File: src/rtl/y86_pkg.sv
`default_nettype none

package y86_pkg;

  localparam int unsigned NumRegs = 15;

  localparam logic [3:0] RegRsp  = 4'd4;
  localparam logic [3:0] RegNone = 4'hF;

  localparam logic [1:0] StAok = 2'd0;
  localparam logic [1:0] StHlt = 2'd1;
  localparam logic [1:0] StAdr = 2'd2;
  localparam logic [1:0] StIns = 2'd3;

  localparam logic [1:0] CmdLoad   = 2'd0;
  localparam logic [1:0] CmdExec   = 2'd1;
  localparam logic [1:0] CmdRdReg  = 2'd2;
  localparam logic [1:0] CmdRdWord = 2'd3;

  localparam logic [3:0] IHalt  = 4'h0;
  localparam logic [3:0] INop   = 4'h1;
  localparam logic [3:0] ICmov  = 4'h2;
  localparam logic [3:0] IIrmov = 4'h3;
  localparam logic [3:0] IRmmov = 4'h4;
  localparam logic [3:0] IMrmov = 4'h5;
  localparam logic [3:0] IOp    = 4'h6;
  localparam logic [3:0] IJxx   = 4'h7;
  localparam logic [3:0] ICall  = 4'h8;
  localparam logic [3:0] IRet   = 4'h9;
  localparam logic [3:0] IPush  = 4'hA;
  localparam logic [3:0] IPop   = 4'hB;

  localparam logic [3:0] FnAdd = 4'd0;
  localparam logic [3:0] FnSub = 4'd1;
  localparam logic [3:0] FnAnd = 4'd2;
  localparam logic [3:0] FnXor = 4'd3;

  typedef enum logic [2:0] {
    MA_CLR,
    MA_LOAD,
    MA_PC,
    MA_PC1,
    MA_WORD
  } ma_sel_e;

  typedef enum logic [1:0] {
    WD_ZERO,
    WD_DATA,
    WD_STORE
  } wd_sel_e;

  typedef enum logic [1:0] {
    RS_RIDX,
    RS_A,
    RS_B,
    RS_SP
  } rs_sel_e;

  typedef struct packed {
    logic       in_load;
    ma_sel_e    ma_sel;
    logic       mem_we;
    wd_sel_e    wd_sel;
    logic       clr_inc;
    logic       cnt_clr;
    logic       cnt_inc;
    logic       word_shift;
    logic       st_load;
    logic       st_shift;
    logic       decode;
    logic       regs_cap;
    logic       valc_cap;
    rs_sel_e    rs_sel;
    logic       vala_cap;
    logic       valb_cap;
    logic       rv_from_rf;
    logic       rv_from_word;
    logic       exec;
    logic       wa_from_in;
    logic       rf_we;
    logic       wb_pop;
    logic       pc_upd;
    logic       stat_we;
    logic [1:0] stat_val;
  } dp_cmd_t;

  typedef struct packed {
    logic [1:0] in_cmd;
    logic       ld_ok;
    logic       run_ok;
    logic       pc_ok;
    logic       pc1_ok;
    logic       wa_ok;
    logic [3:0] f_icode;
    logic [3:0] icode;
    logic       cnt_rd_last;
    logic       cnt_wr_last;
    logic       clr_last;
  } dp_sts_t;

  function automatic logic fetch_regs(input logic [3:0] ic);
    return ic == ICmov || ic == IIrmov || ic == IRmmov || ic == IMrmov ||
           ic == IOp || ic == IPush || ic == IPop;
  endfunction

  function automatic logic fetch_const(input logic [3:0] ic);
    return ic == IIrmov || ic == IRmmov || ic == IMrmov || ic == IJxx || ic == ICall;
  endfunction

endpackage

`default_nettype wire

File: src/rtl/y86_ctrl.sv
`default_nettype none

module y86_ctrl (
  input  wire logic             clk_i,
  input  wire logic             rst_ni,
  input  wire logic             in_valid_i,
  output logic                  in_ready_o,
  input  wire logic             out_free_i,
  output logic                  out_load_o,
  input  wire y86_pkg::dp_sts_t sts_i,
  output y86_pkg::dp_cmd_t      cmd_o
);

  localparam logic [4:0] S_CLR  = 5'd0;
  localparam logic [4:0] S_IDLE = 5'd1;
  localparam logic [4:0] S_DISP = 5'd2;
  localparam logic [4:0] S_RREG = 5'd3;
  localparam logic [4:0] S_C3   = 5'd4;
  localparam logic [4:0] S_RDC  = 5'd5;
  localparam logic [4:0] S_F0   = 5'd6;
  localparam logic [4:0] S_F1   = 5'd7;
  localparam logic [4:0] S_F2   = 5'd8;
  localparam logic [4:0] S_F3   = 5'd9;
  localparam logic [4:0] S_RDV  = 5'd10;
  localparam logic [4:0] S_REGA = 5'd11;
  localparam logic [4:0] S_REGB = 5'd12;
  localparam logic [4:0] S_REGC = 5'd13;
  localparam logic [4:0] S_EXEC = 5'd14;
  localparam logic [4:0] S_MCHK = 5'd15;
  localparam logic [4:0] S_WR   = 5'd16;
  localparam logic [4:0] S_RDD  = 5'd17;
  localparam logic [4:0] S_WB   = 5'd18;
  localparam logic [4:0] S_WB2  = 5'd19;
  localparam logic [4:0] S_DONE = 5'd20;

  logic [4:0] state_q, state_d;
  logic       mem_wr, mem_rd, stk_op;

  assign mem_wr = sts_i.icode == y86_pkg::IRmmov || sts_i.icode == y86_pkg::ICall ||
                  sts_i.icode == y86_pkg::IPush;
  assign mem_rd = sts_i.icode == y86_pkg::IMrmov || sts_i.icode == y86_pkg::IRet ||
                  sts_i.icode == y86_pkg::IPop;
  assign stk_op = sts_i.icode == y86_pkg::ICall || sts_i.icode == y86_pkg::IRet ||
                  sts_i.icode == y86_pkg::IPush || sts_i.icode == y86_pkg::IPop;

  always_comb begin
    state_d    = state_q;
    cmd_o      = '0;
    in_ready_o = 1'b0;
    out_load_o = 1'b0;
    case (state_q)
      S_CLR: begin
        cmd_o.ma_sel  = y86_pkg::MA_CLR;
        cmd_o.wd_sel  = y86_pkg::WD_ZERO;
        cmd_o.mem_we  = 1'b1;
        cmd_o.clr_inc = 1'b1;
        if (sts_i.clr_last) state_d = S_IDLE;
      end
      S_IDLE: begin
        in_ready_o = 1'b1;
        if (in_valid_i) begin
          cmd_o.in_load = 1'b1;
          state_d = S_DISP;
        end
      end
      S_DISP: begin
        case (sts_i.in_cmd)
          y86_pkg::CmdLoad: begin
            cmd_o.ma_sel = y86_pkg::MA_LOAD;
            cmd_o.wd_sel = y86_pkg::WD_DATA;
            cmd_o.mem_we = sts_i.ld_ok;
            state_d = S_DONE;
          end
          y86_pkg::CmdExec: state_d = sts_i.run_ok ? S_F0 : S_DONE;
          y86_pkg::CmdRdReg: begin
            cmd_o.rs_sel = y86_pkg::RS_RIDX;
            state_d = S_RREG;
          end
          default: begin
            cmd_o.wa_from_in = 1'b1;
            state_d = S_C3;
          end
        endcase
      end
      S_RREG: begin
        cmd_o.rv_from_rf = 1'b1;
        state_d = S_DONE;
      end
      S_C3: begin
        if (sts_i.wa_ok) begin
          cmd_o.cnt_clr = 1'b1;
          state_d = S_RDC;
        end else begin
          state_d = S_DONE;
        end
      end
      S_RDC: begin
        cmd_o.ma_sel     = y86_pkg::MA_WORD;
        cmd_o.cnt_inc    = 1'b1;
        cmd_o.word_shift = 1'b1;
        if (sts_i.cnt_rd_last) begin
          cmd_o.rv_from_word = 1'b1;
          state_d = S_DONE;
        end
      end
      S_F0: begin
        cmd_o.ma_sel = y86_pkg::MA_PC;
        if (sts_i.pc_ok) begin
          state_d = S_F1;
        end else begin
          cmd_o.stat_we  = 1'b1;
          cmd_o.stat_val = y86_pkg::StAdr;
          state_d = S_DONE;
        end
      end
      S_F1: begin
        cmd_o.decode = 1'b1;
        cmd_o.ma_sel = y86_pkg::MA_PC1;
        if (sts_i.f_icode > y86_pkg::IPop) begin
          cmd_o.stat_we  = 1'b1;
          cmd_o.stat_val = y86_pkg::StIns;
          state_d = S_DONE;
        end else if (sts_i.f_icode == y86_pkg::IHalt) begin
          cmd_o.stat_we  = 1'b1;
          cmd_o.stat_val = y86_pkg::StHlt;
          state_d = S_DONE;
        end else if (y86_pkg::fetch_regs(sts_i.f_icode)) begin
          if (sts_i.pc1_ok) begin
            state_d = S_F2;
          end else begin
            cmd_o.stat_we  = 1'b1;
            cmd_o.stat_val = y86_pkg::StAdr;
            state_d = S_DONE;
          end
        end else begin
          state_d = S_F3;
        end
      end
      S_F2: begin
        cmd_o.regs_cap = 1'b1;
        state_d = S_F3;
      end
      S_F3: begin
        if (!y86_pkg::fetch_const(sts_i.icode)) begin
          state_d = S_REGA;
        end else if (sts_i.wa_ok) begin
          cmd_o.cnt_clr = 1'b1;
          state_d = S_RDV;
        end else begin
          cmd_o.stat_we  = 1'b1;
          cmd_o.stat_val = y86_pkg::StAdr;
          state_d = S_DONE;
        end
      end
      S_RDV: begin
        cmd_o.ma_sel     = y86_pkg::MA_WORD;
        cmd_o.cnt_inc    = 1'b1;
        cmd_o.word_shift = 1'b1;
        if (sts_i.cnt_rd_last) begin
          cmd_o.valc_cap = 1'b1;
          state_d = S_REGA;
        end
      end
      S_REGA: begin
        cmd_o.rs_sel = y86_pkg::RS_A;
        state_d = S_REGB;
      end
      S_REGB: begin
        cmd_o.rs_sel   = stk_op ? y86_pkg::RS_SP : y86_pkg::RS_B;
        cmd_o.vala_cap = 1'b1;
        state_d = S_REGC;
      end
      S_REGC: begin
        cmd_o.valb_cap = 1'b1;
        state_d = S_EXEC;
      end
      S_EXEC: begin
        cmd_o.exec = 1'b1;
        state_d = S_MCHK;
      end
      S_MCHK: begin
        if ((mem_wr || mem_rd) && !sts_i.wa_ok) begin
          cmd_o.stat_we  = 1'b1;
          cmd_o.stat_val = y86_pkg::StAdr;
          state_d = S_DONE;
        end else if (mem_wr) begin
          cmd_o.st_load = 1'b1;
          cmd_o.cnt_clr = 1'b1;
          state_d = S_WR;
        end else if (mem_rd) begin
          cmd_o.cnt_clr = 1'b1;
          state_d = S_RDD;
        end else begin
          state_d = S_WB;
        end
      end
      S_WR: begin
        cmd_o.ma_sel   = y86_pkg::MA_WORD;
        cmd_o.wd_sel   = y86_pkg::WD_STORE;
        cmd_o.mem_we   = 1'b1;
        cmd_o.st_shift = 1'b1;
        cmd_o.cnt_inc  = 1'b1;
        if (sts_i.cnt_wr_last) state_d = S_WB;
      end
      S_RDD: begin
        cmd_o.ma_sel     = y86_pkg::MA_WORD;
        cmd_o.cnt_inc    = 1'b1;
        cmd_o.word_shift = 1'b1;
        if (sts_i.cnt_rd_last) state_d = S_WB;
      end
      S_WB: begin
        cmd_o.rf_we  = 1'b1;
        cmd_o.pc_upd = 1'b1;
        state_d = (sts_i.icode == y86_pkg::IPop) ? S_WB2 : S_DONE;
      end
      S_WB2: begin
        cmd_o.rf_we  = 1'b1;
        cmd_o.wb_pop = 1'b1;
        state_d = S_DONE;
      end
      S_DONE: begin
        if (out_free_i) begin
          out_load_o = 1'b1;
          state_d = S_IDLE;
        end
      end
      default: state_d = S_IDLE;
    endcase
  end

  always_ff @(posedge clk_i or negedge rst_ni) begin
    if (!rst_ni) begin
      state_q <= S_CLR;
    end else begin
      state_q <= state_d;
    end
  end

`ifndef ASSERT_OFF
  a_accept_disp: assert property (@(posedge clk_i) disable iff (!rst_ni)
    (in_valid_i && in_ready_o) |=> (state_q == S_DISP))
    else $error("accepted item not dispatched");
  a_load_idle: assert property (@(posedge clk_i) disable iff (!rst_ni)
    out_load_o |=> (state_q == S_IDLE))
    else $error("result issued without return to idle");
  a_clr_quiet: assert property (@(posedge clk_i) disable iff (!rst_ni)
    (state_q == S_CLR) |-> (!in_ready_o && !out_load_o))
    else $error("activity during memory clear");
`endif

endmodule

`default_nettype wire

File: config.mk
export PLATFORM = sky130hd
export DESIGN_NAME = y86_ctrl
export DESIGN_NICKNAME = d
export VERILOG_FILES = /design/src/rtl/y86_pkg.sv /design/src/rtl/y86_ctrl.sv
export SDC_FILE = /design/constraint.sdc
export NUM_CORES = 1
export LEC_CHECK = 0
export BUFFER_PORTS_ARGS = -buffer_cell sky130_fd_sc_hd__buf_2
export CAP_MARGIN = 20
export CORE_ASPECT_RATIO = 0.6
export CORE_UTILIZATION = 47
export CTS_BUF_LIST = sky130_fd_sc_hd__clkbuf_4
export DETAILED_ROUTE_END_ITERATION = 6
export PLACE_DENSITY = 0.81
export SYNTH_ARGS = -nofsm -noshare
export SYNTH_HDL_FRONTEND = slang
export SYNTH_SLANG_ARGS = --single-unit
File: constraint.sdc
create_clock -name clk_i -period 4.3 [get_ports clk_i]
set_input_delay 0 -clock clk_i [delete_from_list [all_inputs] [get_ports clk_i]]
set_output_delay 0 -clock clk_i [all_outputs]
set_load 0.02 [all_outputs]
## Word-level counts from Yosys, hierarchy flattened

Cells that the tools add are included.

- Bits in registers: 5
- Bits in latches: 0
- Memory bits (writable): 0
- Bits in read-only memories: 0
- Input bits: 22
- Output and inout port bits: 32
- Word-level logic and storage cells: 143
- Memories kept: 0

- Add/subtract/negate cells: 0
- Multiply operators: 0
- Div/mod/pow operators: 0
- Magnitude comparators: 1
- Equality and inequality tests: 44
- Shifts and indexed selects: 0
- Mux-type cells: 68
- Bitwise gates (word level): 0
- Reduce and logical (&&, ||, !) cells: 29

Operators by type and width:

| operator | number |
|---|---|
| $pmux W5 S20 | 1 |
| $mux W5 | 18 |
| $eq A5 B4 Y1 const B | 8 |
| $mux W1 | 32 |
| $mux W3 | 9 |
| $eq A5 B5 Y1 const B | 5 |
| $eq A4 B3 Y1 const B | 6 |
| $eq A4 B4 Y1 const B | 6 |
| $pmux W3 S4 | 2 |
| $eq A5 B3 Y1 const B | 4 |
| $logic_or A1 B1 Y1 | 18 |
| $pmux W5 S3 | 1 |
| $ne A2 B2 Y1 const B | 7 |
| $eq A4 B2 Y1 const B | 3 |
| $eq A5 B2 Y1 const B | 2 |
| $pmux W3 S3 | 1 |
| $reduce_and A7 Y1 | 1 |
| $reduce_or A3 Y1 | 2 |
| $eq A5 B1 Y1 const B | 1 |
| $logic_not A5 Y1 | 1 |
| $gt A4 B4 Y1 const B | 1 |
| $logic_not A4 Y1 | 1 |
| $mux W4 | 1 |
| $pmux W2 S2 | 1 |
| 9 further kinds | 10 |

## Longest topological paths before layout

Gate-level depths: netlist of run 1.

- Depth in word-level cells: 11
- Gate-level depth with buffers: 7
- Depth with buffers taken out: 6

## Worst setup path before layout of run 1

Ideal clock, no wire load.

- Path kind: reg-to-output
- From: register state_q[3]
- To: output port cmd_o[25] in the netlist's numbering
- Arrival: 1.723 ns
- Data required time: 4.300 ns
- Setup slack: 2.577 ns
- Cell stages (with the launch flop): 6
- Path buffers: 1
- Path through: dfrtp_1 buf_2 nor3_2 nand2_1 nor3_1 a21o_1

RTL lines:

| element | line | source |
|---|---|---|
| from (decl) | y86_ctrl.sv:36 | `logic [4:0] state_q, state_d;` |
| from (signal assigned) | y86_ctrl.sv:235 | `state_q <= state_d;` |
| to (decl) | y86_ctrl.sv:11 | `output y86_pkg::dp_cmd_t cmd_o` |

==> results of run 1 <==
-- cells by family after synthesis --
family,count (synthesis),synth area share
muxes,6,0.0645
and+or+nand+nor,87,0.445
AOI/OAI and AO/OA,43,0.276
xor gates and xnor gates,1,0.00792
DFF,5,0.113
buffers and inverters,21,0.0939
-- through the flow --
stage / utilization / total power, mW / area, um2 / hold WS [ps] / setup slack [ps]
after floorplan: - / 0.565 / 1110 / -296 / 2580
after global placement: 0.608 / 0.692 / 1340 / -184 / 2250
after detailed placement: 0.608 / 0.695 / 1340 / -179 / 2150
after CTS: 0.626 / 0.758 / 1380 / 115 / 1960
after global routing: 0.626 / 0.819 / 1380 / 148 / 1710
final: 0.626 / 0.770 / 1380 / 114 / 1850
-- cell usage in the layout, fill, tap and decap left out, types with 3 or more instances in the layout --
cell      instances
inv_1             8
and2_1            5
nor3_1            5
clkbuf_4          4
nor2_1           22
nand2_1          15
dfrtp_1           5
nand2b_1          7
nand3_1           6
a21oi_1           8
mux2i_1           3
a32oi_1           3
nor2b_1           6
a31oi_1           7
o21ai_0           7
nor3b_1           3
buf_2            53
-- per-layer routing --
layer  up-vias  share of wire  global-route usage
li1        689              -                   -
met1       667           0.46               0.450
met2       122           0.40               0.437
met3         6           0.13              0.0523
met4         0         0.0083                   0
met5         -              0                   0
-- cell type report --
class	instances	area, um2	area share
Inverter	8	30.0	0.0218
Multi-Input combinational cell	137	877	0.638
Clock buffer	4	30.0	0.0218
Sequential cell	5	125	0.0910
Timing Repair Buffer	54	275	0.200
Tap cell	30	37.5	0.0273
-- power by group --
| group | internal, mW | leakage [nW] | switching, mW | total [mW] |
|---|---|---|---|---|
| clock | 0.0414 | 0.0184 | 0.0196 | 0.0610 |
| sequential | 0.0656 | 0.0635 | 0.106 | 0.172 |
| combinational | 0.227 | 0.598 | 0.311 | 0.537 |
| total | 0.334 | 0.680 | 0.437 | 0.770 |
-- critical path, stage by stage (launching register included) --
cell and delay [ps]:
dfrtp_1 820, nor3b_2 540, nand3_1 200, inv_1 190, o21ai_0 170, nand3_1 110
buf_2 170
-- path summary, 6_finish.rpt --
kind	endpoint	depth (start not counted)
max	cmd_o[2]	6
min	state_q[2]	2
max reg2reg	state_q[4]	6
min reg2reg	state_q[0]	2
max in group asynchronous	state_q[0]	2
min in group clk_i	state_q[1]	4
==> out/results.md, run 1 <==
### Clocking
• 50 ps — clock-pin slew on the worst setup and hold paths
• 0 — count of cells resized by post-cts repair
• 1 — quantity of hold-fixing buffers added after cts
• 2 — clock buffer depth
• 240 ps — worst skew pair latency
• clkbuf_4 — Clk Tree Root Cell
• 0 — post-CTS setup buffer count
• 3 — number of CTS-inserted buffers
• 5 — Clock Sink Count
• done — CTS tree
• 1 — H-Tree Depth

### STA
• 0 — final setup violating endpoints
• 0 ps — final total negative setup slack
• 2450 ps — post-layout min period
• 0 — final hold violations
• 742 ps — Worst Tran Pin Value
• 0 — max-slew violation total from the final report
• 0.505 — worst slew slack as a fraction of its limit
• 0.569 — share of the cycle needed by the critical path after routing
• 5.46 ps — Setup Skew
• no — setup repair after global routing missed its margin
• 409 MHz — Max Fclk

### Layout
• 0 — number of antenna repair diodes
• 24.3% — area growth from synthesis to final layout
• 214 — FILL cells
• state_q x5 — registers with the most flip-flops
• 5 — number of flip-flops in the largest register
• 238 — non-filler cells in the finished layout
• 231 — final-stage net count
• state_q — register bank with the most flops
• 0.327 — ratio of cells with drive above 1 in the final layout

### Routing
• 15.6 um — routed wire length per instance
• 257 — DRC marker count from the first detailed-route iteration
• 6.24 — routed via count divided by cell count
• 0 — count of antenna-violating nets left after detailed routing
• 0 — remaining design rule violation count
• 6 — detailed-routing iteration count for the pre-antenna-repair pass
• 3.72 mm — total detailed-routing wirelength
• 1484 — via count

### Critical path
• state_q[2] — launch point of the worst path
• state_q[2] — r2r startpoint
• 2040 ps — worst-case register-to-register setup slack
• 4300 ps — critical path data required time
• flop — type of element launching the critical path
• primary output — critical path capture point type
• flop to primary output — WS Path Type
• 22 — highest net fanout along the worst path
• 2450 ps — worst endpoint data arrival time

### GRT
• 0.293 — aggregate global-route resource usage
• 23 — pin count of the biggest net entering global routing
• 0 — number of antenna violations at the first check in global routing
• 1128 — number of global-route vias before repair
• 5.59 mm — first-pass GRT wire length
• 0 — grt total ovfl

### Power and ir drop
• 560 mW/mm2 — power density normalized to cell area
• 0.680 nW — leak pwr
• 0.000182 V — largest vdd supply drop

### Floorplanning
• 0.504 — initial cell density of the core
• 0.00220 mm2 — Core ar.
• 64.6 um — die width
• 0.00256 mm2 — full die area
• 39.6 um — die outline height
• 54 — number of top-level design ports
• 13 — number of rows created at floorplan

### Synthesis
• 48 — count of different cell masters after synthesis
• 0.00111 mm2 — post-synthesis cell area
• dfrtp_1 — largest area contributor in the netlist
• 6.79 um2 — average footprint of a synthesized cell
• 0.113 — proportion of netlist area held by the largest area contributor
• dfrtp_1 — dominant synthesized flop cell
• nor2_1 — cell with the most instances after synthesis
• 1.00 — proportion of register bits with asynchronous set or reset after synthesis
• 0.113 — sequential-to-total area share from yosys stat
• 163 — number of instances in the synthesized netlist
• dfrtp_1 11%, nor2_1 7.5%, nand2_1 5.1%, a31oi_1 4.0%, nand2b_1 4.0% — most area-consuming cells after synthesis
• 185 — Mapped Nets
• 0 — Ys Warns
• 5 — synthesis-stage register bit count
• 0 — number of enable flip-flop cells after synthesis
• 22 x nor2_1, 15 x nand2_1, 8 x a21oi_1, 8 x inv_1 — top cells by count, synth

### Min path
• input pin to async pin — worst min path class

### Placement
• 233 — Cells after DPL
• 53 — Buffers on Ports
• 2.88 mm — Post-DP HPWL
• 0.955 — GP Congestion

### Flow run
• 0 — Max Cap Viol

### Outcome
• finished, final reports clean — result of the run

Power figures use the tool's default switching activity.
==> run 2, diff against run 1 <==
--- a/config.mk
+++ b/config.mk
@@ -8,10 +8,10 @@
 export BUFFER_PORTS_ARGS = -buffer_cell sky130_fd_sc_hd__buf_2
 export CAP_MARGIN = 20
 export CORE_ASPECT_RATIO = 0.6
-export CORE_UTILIZATION = 47
+export CORE_UTILIZATION = 43
 export CTS_BUF_LIST = sky130_fd_sc_hd__clkbuf_4
 export DETAILED_ROUTE_END_ITERATION = 6
-export PLACE_DENSITY = 0.81
+export PLACE_DENSITY = 0.78
 export SYNTH_ARGS = -nofsm -noshare
 export SYNTH_HDL_FRONTEND = slang
 export SYNTH_SLANG_ARGS = --single-unit
==> constraint.sdc (replaced) <==
create_clock -name clk_i -period 2.1 [get_ports clk_i]
set_input_delay 0 -clock clk_i [delete_from_list [all_inputs] [get_ports clk_i]]
set_output_delay 0 -clock clk_i [all_outputs]
set_load 0.02 [all_outputs]
==> out/results.md, run 2 (synthesis results as in run 1) <==
### Routing
• 180 — DRC marker count from the first detailed-route iteration
• 0 — count of antenna-violating nets left after detailed routing
• 3.87 mm — total detailed-routing wirelength
• 1488 — via count
• 0 — remaining design rule violation count
• 15.5 um — routed wire length per instance
• 5.95 — routed via count divided by cell count
• 4 — detailed-routing iteration count for the pre-antenna-repair pass

### Clocking
• 5 — Clock Sink Count
• clkbuf_4 — Clk Tree Root Cell
• 3 — number of CTS-inserted buffers
• 0 — post-CTS setup buffer count
• 250 ps — worst skew pair latency
• 2 — clock buffer depth
• done — CTS tree
• 50 ps — clock-pin slew on the worst setup and hold paths
• 1 — H-Tree Depth

### Layout
• 5 — number of flip-flops in the largest register
• 0.382 — ratio of cells with drive above 1 in the final layout
• 0.645 — core utilization of the finished layout
• buf_2 — commonest non-fill, non-tap cell in the layout
• state_q x5 — registers with the most flip-flops
• state_q — register bank with the most flops
• 0.00148 mm2 — design area
• 0 — number of antenna repair diodes
• 243 — final-stage net count
• 224 — FILL cells
• 53 x buf_2, 22 x nor2_1, 15 x nand2_1, 12 x buf_4 — commonest cells after routing, fill and taps aside
• 33.8% — area growth from synthesis to final layout

### STA
• 469 ps — Worst Tran Pin Value
• 0.925 — share of the cycle needed by the critical path after routing
• 0.687 — worst slew slack as a fraction of its limit
• 0 — final hold violations
• 0 — max-slew violation total from the final report
• no — setup repair after global routing missed its margin
• 1940 ps — post-layout min period
• 515 MHz — Max Fclk
• 5.68 ps — Setup Skew
• 0 ps — final total negative setup slack
• 0 — final setup violating endpoints

### Critical path
• flop — type of element launching the critical path
• cmd_o[25] — Critical path destination
• state_q[3] — r2r startpoint
• 4 — worst reg-to-reg path cell count
• 2100 ps — critical path data required time
• 1940 ps — worst endpoint data arrival time
• primary output — critical path capture point type
• 12 — highest net fanout along the worst path
• flop to primary output — WS Path Type
• state_q[4] — R2R Path End
• state_q[3] — launch point of the worst path
• 230 ps — worst-case register-to-register setup slack

### Placement
• 0.953 — GP Congestion
• 3.12 mm — Post-DP HPWL
• 0.00143 mm2 — dpl cell area
• 53 — Buffers on Ports

### Min path
• input pin to async pin — worst min path class

### GRT
• 0 — number of antenna violations at the first check in global routing
• 0.299 — aggregate global-route resource usage
• 0 — grt total ovfl
• 21 — pin count of the biggest net entering global routing
• 5.89 mm — first-pass GRT wire length
• 1236 — number of global-route vias before repair

### Flow run
• 0 — Max Cap Viol

### Power and ir drop
• 1.74 mW — power consumption
• 0.000417 V — largest vdd supply drop
• 0.735 nW — leak pwr
• 1180 mW/mm2 — power density normalized to cell area

### Floorplanning
• 13 — number of rows created at floorplan
• 41.3 um — die outline height
• 0.482 — initial cell density of the core
• 0.00279 mm2 — full die area
• 0.00229 mm2 — Core ar.
• 67.5 um — die width
• 54 — number of top-level design ports

### Outcome
• finished, final reports clean — result of the run

==> run 2: layer usage <==
layer  track usage  vias up  share of wire
met3        0.0528        6           0.13
li1              -      716              -
met1         0.401      654           0.44
met5             0        -              0
met2         0.488      112           0.42
met4         0.101        0         0.0085
==> run 2: per-stage QoR <==
step	worst slack [ps]	hold WS, ps	cells
floorplan	377	-296	163
CTS	6.47	95.1	250
global placement	232	-184	245
detailed placement	175	-178	245
finish	157	127	250
global route	16.5	125	250
==> run 2: repair_timing <==
item | in CTS | in global routing
hold endpoints to repair | 5 | 0
gates resized for setup | 1 | 4
hold buffers | 1 | 0
pin swaps | 0 | 0
setup endpoints to repair | 3 | 7
==> run 2: cell type report <==
class                      count  area (um2)  area share
inverter                       8        30.0      0.0203
tap                           30        37.5      0.0254
clock buffer                   4        30.0      0.0203
sequential                     5         129      0.0871
timing repair buffer          66         365       0.247
multi-input combinational    137         888       0.600
==> run 2: power by group <==
group / switching [mW] / total (mW) / internal, mW
Sequential: 0.169 / 0.310 / 0.141
Combinational: 0.717 / 1.30 / 0.583
Clock: 0.0463 / 0.132 / 0.0852
Total: 0.932 / 1.74 / 0.809
==> run 2: worst min-delay path by stage <==
stage,start,end,slack [ps],cells past startpoint
5_1_grt,rst_ni,state_q[4],120,2
4_1_cts,rst_ni,state_q[4],100,2
2_1_floorplan,rst_ni,state_q[0],-300,0
6_report,rst_ni,state_q[4],130,2
3_3_place_gp,rst_ni,state_q[3],-180,1
3_5_place_dp,rst_ni,state_q[3],-180,1
==> run 2: worst max-delay path, cell delays in order (launching register included) <==
cell     delay [ps]
dfrtp_1         540
nor3_4          310
nand2_1         130
buf_4           160
nor3_1          230
a21o_1          160
buf_2           160
==> run 3, diff against run 2 <==
--- a/config.mk
+++ b/config.mk
@@ -5,7 +5,7 @@
 export SDC_FILE = /design/constraint.sdc
 export NUM_CORES = 1
 export LEC_CHECK = 0
-export BUFFER_PORTS_ARGS = -buffer_cell sky130_fd_sc_hd__buf_2
+export BUFFER_PORTS_ARGS = -buffer_cell sky130_fd_sc_hd__buf_4
 export CAP_MARGIN = 20
 export CORE_ASPECT_RATIO = 0.6
 export CORE_UTILIZATION = 43
==> out/results.md, run 3 (synthesis results as in run 1) <==
### Layout
• state_q x5 — registers with the most flip-flops
• state_q — register bank with the most flops
• buf_4 — commonest non-fill, non-tap cell in the layout
• 244 — final-stage net count
• 251 — non-filler cells in the finished layout
• 0.376 — ratio of cells with drive above 1 in the final layout
• 0 — number of antenna repair diodes
• 46.0% — area growth from synthesis to final layout
• 5 — number of flip-flops in the largest register
• 66 x buf_4, 22 x nor2_1, 15 x nand2_1, 8 x inv_1, 8 x a21oi_1 — commonest cells after routing, fill and taps aside

### STA
• 0 — final setup violating endpoints
• 6.02 ps — Setup Skew
• 1950 ps — post-layout min period
• 0 ps — final total negative setup slack
• 0 — final hold violations
• 0 — max-slew violation total from the final report
• 0.635 — worst slew slack as a fraction of its limit
• 0.931 — share of the cycle needed by the critical path after routing
• no — setup repair after global routing missed its margin
• 512 MHz — Max Fclk
• 542 ps — Worst Tran Pin Value

### Clocking
• done — CTS tree
• 2 — clock buffer depth
• 1 — H-Tree Depth
• 40 ps — clock-pin slew on the worst setup and hold paths
• 5 — Clock Sink Count
• 3 — number of CTS-inserted buffers
• 250 ps — worst skew pair latency
• clkbuf_4 — Clk Tree Root Cell

### Routing
• 0 — remaining design rule violation count
• 4 — detailed-routing iteration count for the pre-antenna-repair pass
• 1478 — via count
• 114 — DRC marker count from the first detailed-route iteration
• 3.79 mm — total detailed-routing wirelength
• 0 — count of antenna-violating nets left after detailed routing
• 15.1 um — routed wire length per instance
• 5.89 — routed via count divided by cell count

### Critical path
• 2100 ps — critical path data required time
• 550 ps — max incr delay on CP
• 1950 ps — worst endpoint data arrival time
• dfrtp_2 — slowest stage cell on the critical path
• 6 — worst reg-to-reg path cell count
• nand2b_1 > nor3_1 > nand2_1 > nand3_1 > buf_4 — worst path cell trace
• 150 ps — worst-case register-to-register setup slack
• primary output — critical path capture point type
• state_q[4] — launch point of the worst path
• state_q[1] — r2r startpoint
• flop — type of element launching the critical path
• state_q[1] — R2R Path End
• flop to primary output — WS Path Type
• 19 — highest net fanout along the worst path

### Power and ir drop
• 0.515 — fraction of power spent switching nets
• 0.790 — part of the power in combinational logic
• 0.142 — sequential fraction of design power
• 0.067 — Clk network pwr share
• 1150 mW/mm2 — power density normalized to cell area
• 1.85 mW — power consumption
• 0.897 mW — cell internal power dissipation
• 0.000417 V — largest vdd supply drop
• 0.953 mW — switching power
• 0.761 nW — leak pwr

### Outcome
• finished, final reports clean — result of the run

### Floorplanning
• 0.00279 mm2 — full die area
• 67.5 um — die width
• 41.3 um — die outline height
• 54 — number of top-level design ports
• 0.00229 mm2 — Core ar.
• 13 — number of rows created at floorplan
• 0.482 — initial cell density of the core

### Placement
• 246 — Cells after DPL
• 3.09 mm — Post-DP HPWL
• 1.04 — GP Congestion
• 53 — Buffers on Ports

### Min path
• input pin to async pin — worst min path class

### GRT
• 20 — pin count of the biggest net entering global routing
• 0 — grt total ovfl
• 5.62 mm — first-pass GRT wire length
• 1111 — number of global-route vias before repair
• 0.283 — aggregate global-route resource usage
• 0 — number of antenna violations at the first check in global routing

### Flow run
• 0 — Max Cap Viol

## run 3: worst max path at each step
stage                  to  slack [ps]  depth (start not counted)
6_report         cmd_o[2]         150                          5
5_1_grt         cmd_o[25]          20                          6
3_5_place_dp   state_q[1]         180                          5
4_1_cts         cmd_o[25]          20                          6
2_1_floorplan   cmd_o[25]         380                          5
3_3_place_gp   state_q[4]         210                          5
## run 3: worst max-delay path, delay by kind of cell (launching register included)
family	cells	cell delay [ps]
buffers and inverters	1	140
DFF	1	550
and+or+nand+nor	4	1010
## run 3: metal layers
layer,GRT usage,part of all wire,vias to the layer above
li1,-,-,717
met1,0.409,0.45,662
met2,0.458,0.42,95
met3,0.0333,0.12,4
met4,0.0426,0.0063,0
met5,0,0,-
## run 3: per-stage QoR
step                hold WS [ps]  worst slack (ps)  cell area [um2]   util
floorplan                   -296               377             1110      -
global placement            -199               208             1570  0.682
detailed placement          -198               178             1570  0.682
CTS                          105              15.9             1610  0.700
global route                86.1              16.3             1620  0.704
finish                      98.0               145             1620  0.704
## run 3: repair_timing
| action | CTS | global route |
|---|---|---|
| setup buffers | 0 | 0 |
| hold buffers | 1 | 0 |
| setup endpoints to repair | 0 | 6 |
| endpoints found under the hold margin | 5 | 0 |
| gates resized for setup | 0 | 3 |
## run 3: cell type report
| type | instances | area, um2 |
|---|---|---|
| Tap cell | 30 | 37.5 |
| Multi-Input combinational cell | 137 | 886 |
| Clock buffer | 4 | 30.0 |
| Inverter | 8 | 30.0 |
| Fill cell | 207 | 678 |
| Timing Repair Buffer | 67 | 505 |
| Sequential cell | 5 | 126 |
## run 3: power groups by stage
stage / Combinational, mW / Clock (mW) / Sequential, mW
after floorplan: 1.00 / 0 / 0.154
after global placement: 1.40 / 0 / 0.245
after detailed placement: 1.43 / 0 / 0.249
after CTS: 1.43 / 0.125 / 0.248
after global routing: 1.57 / 0.142 / 0.271
final: 1.46 / 0.124 / 0.264
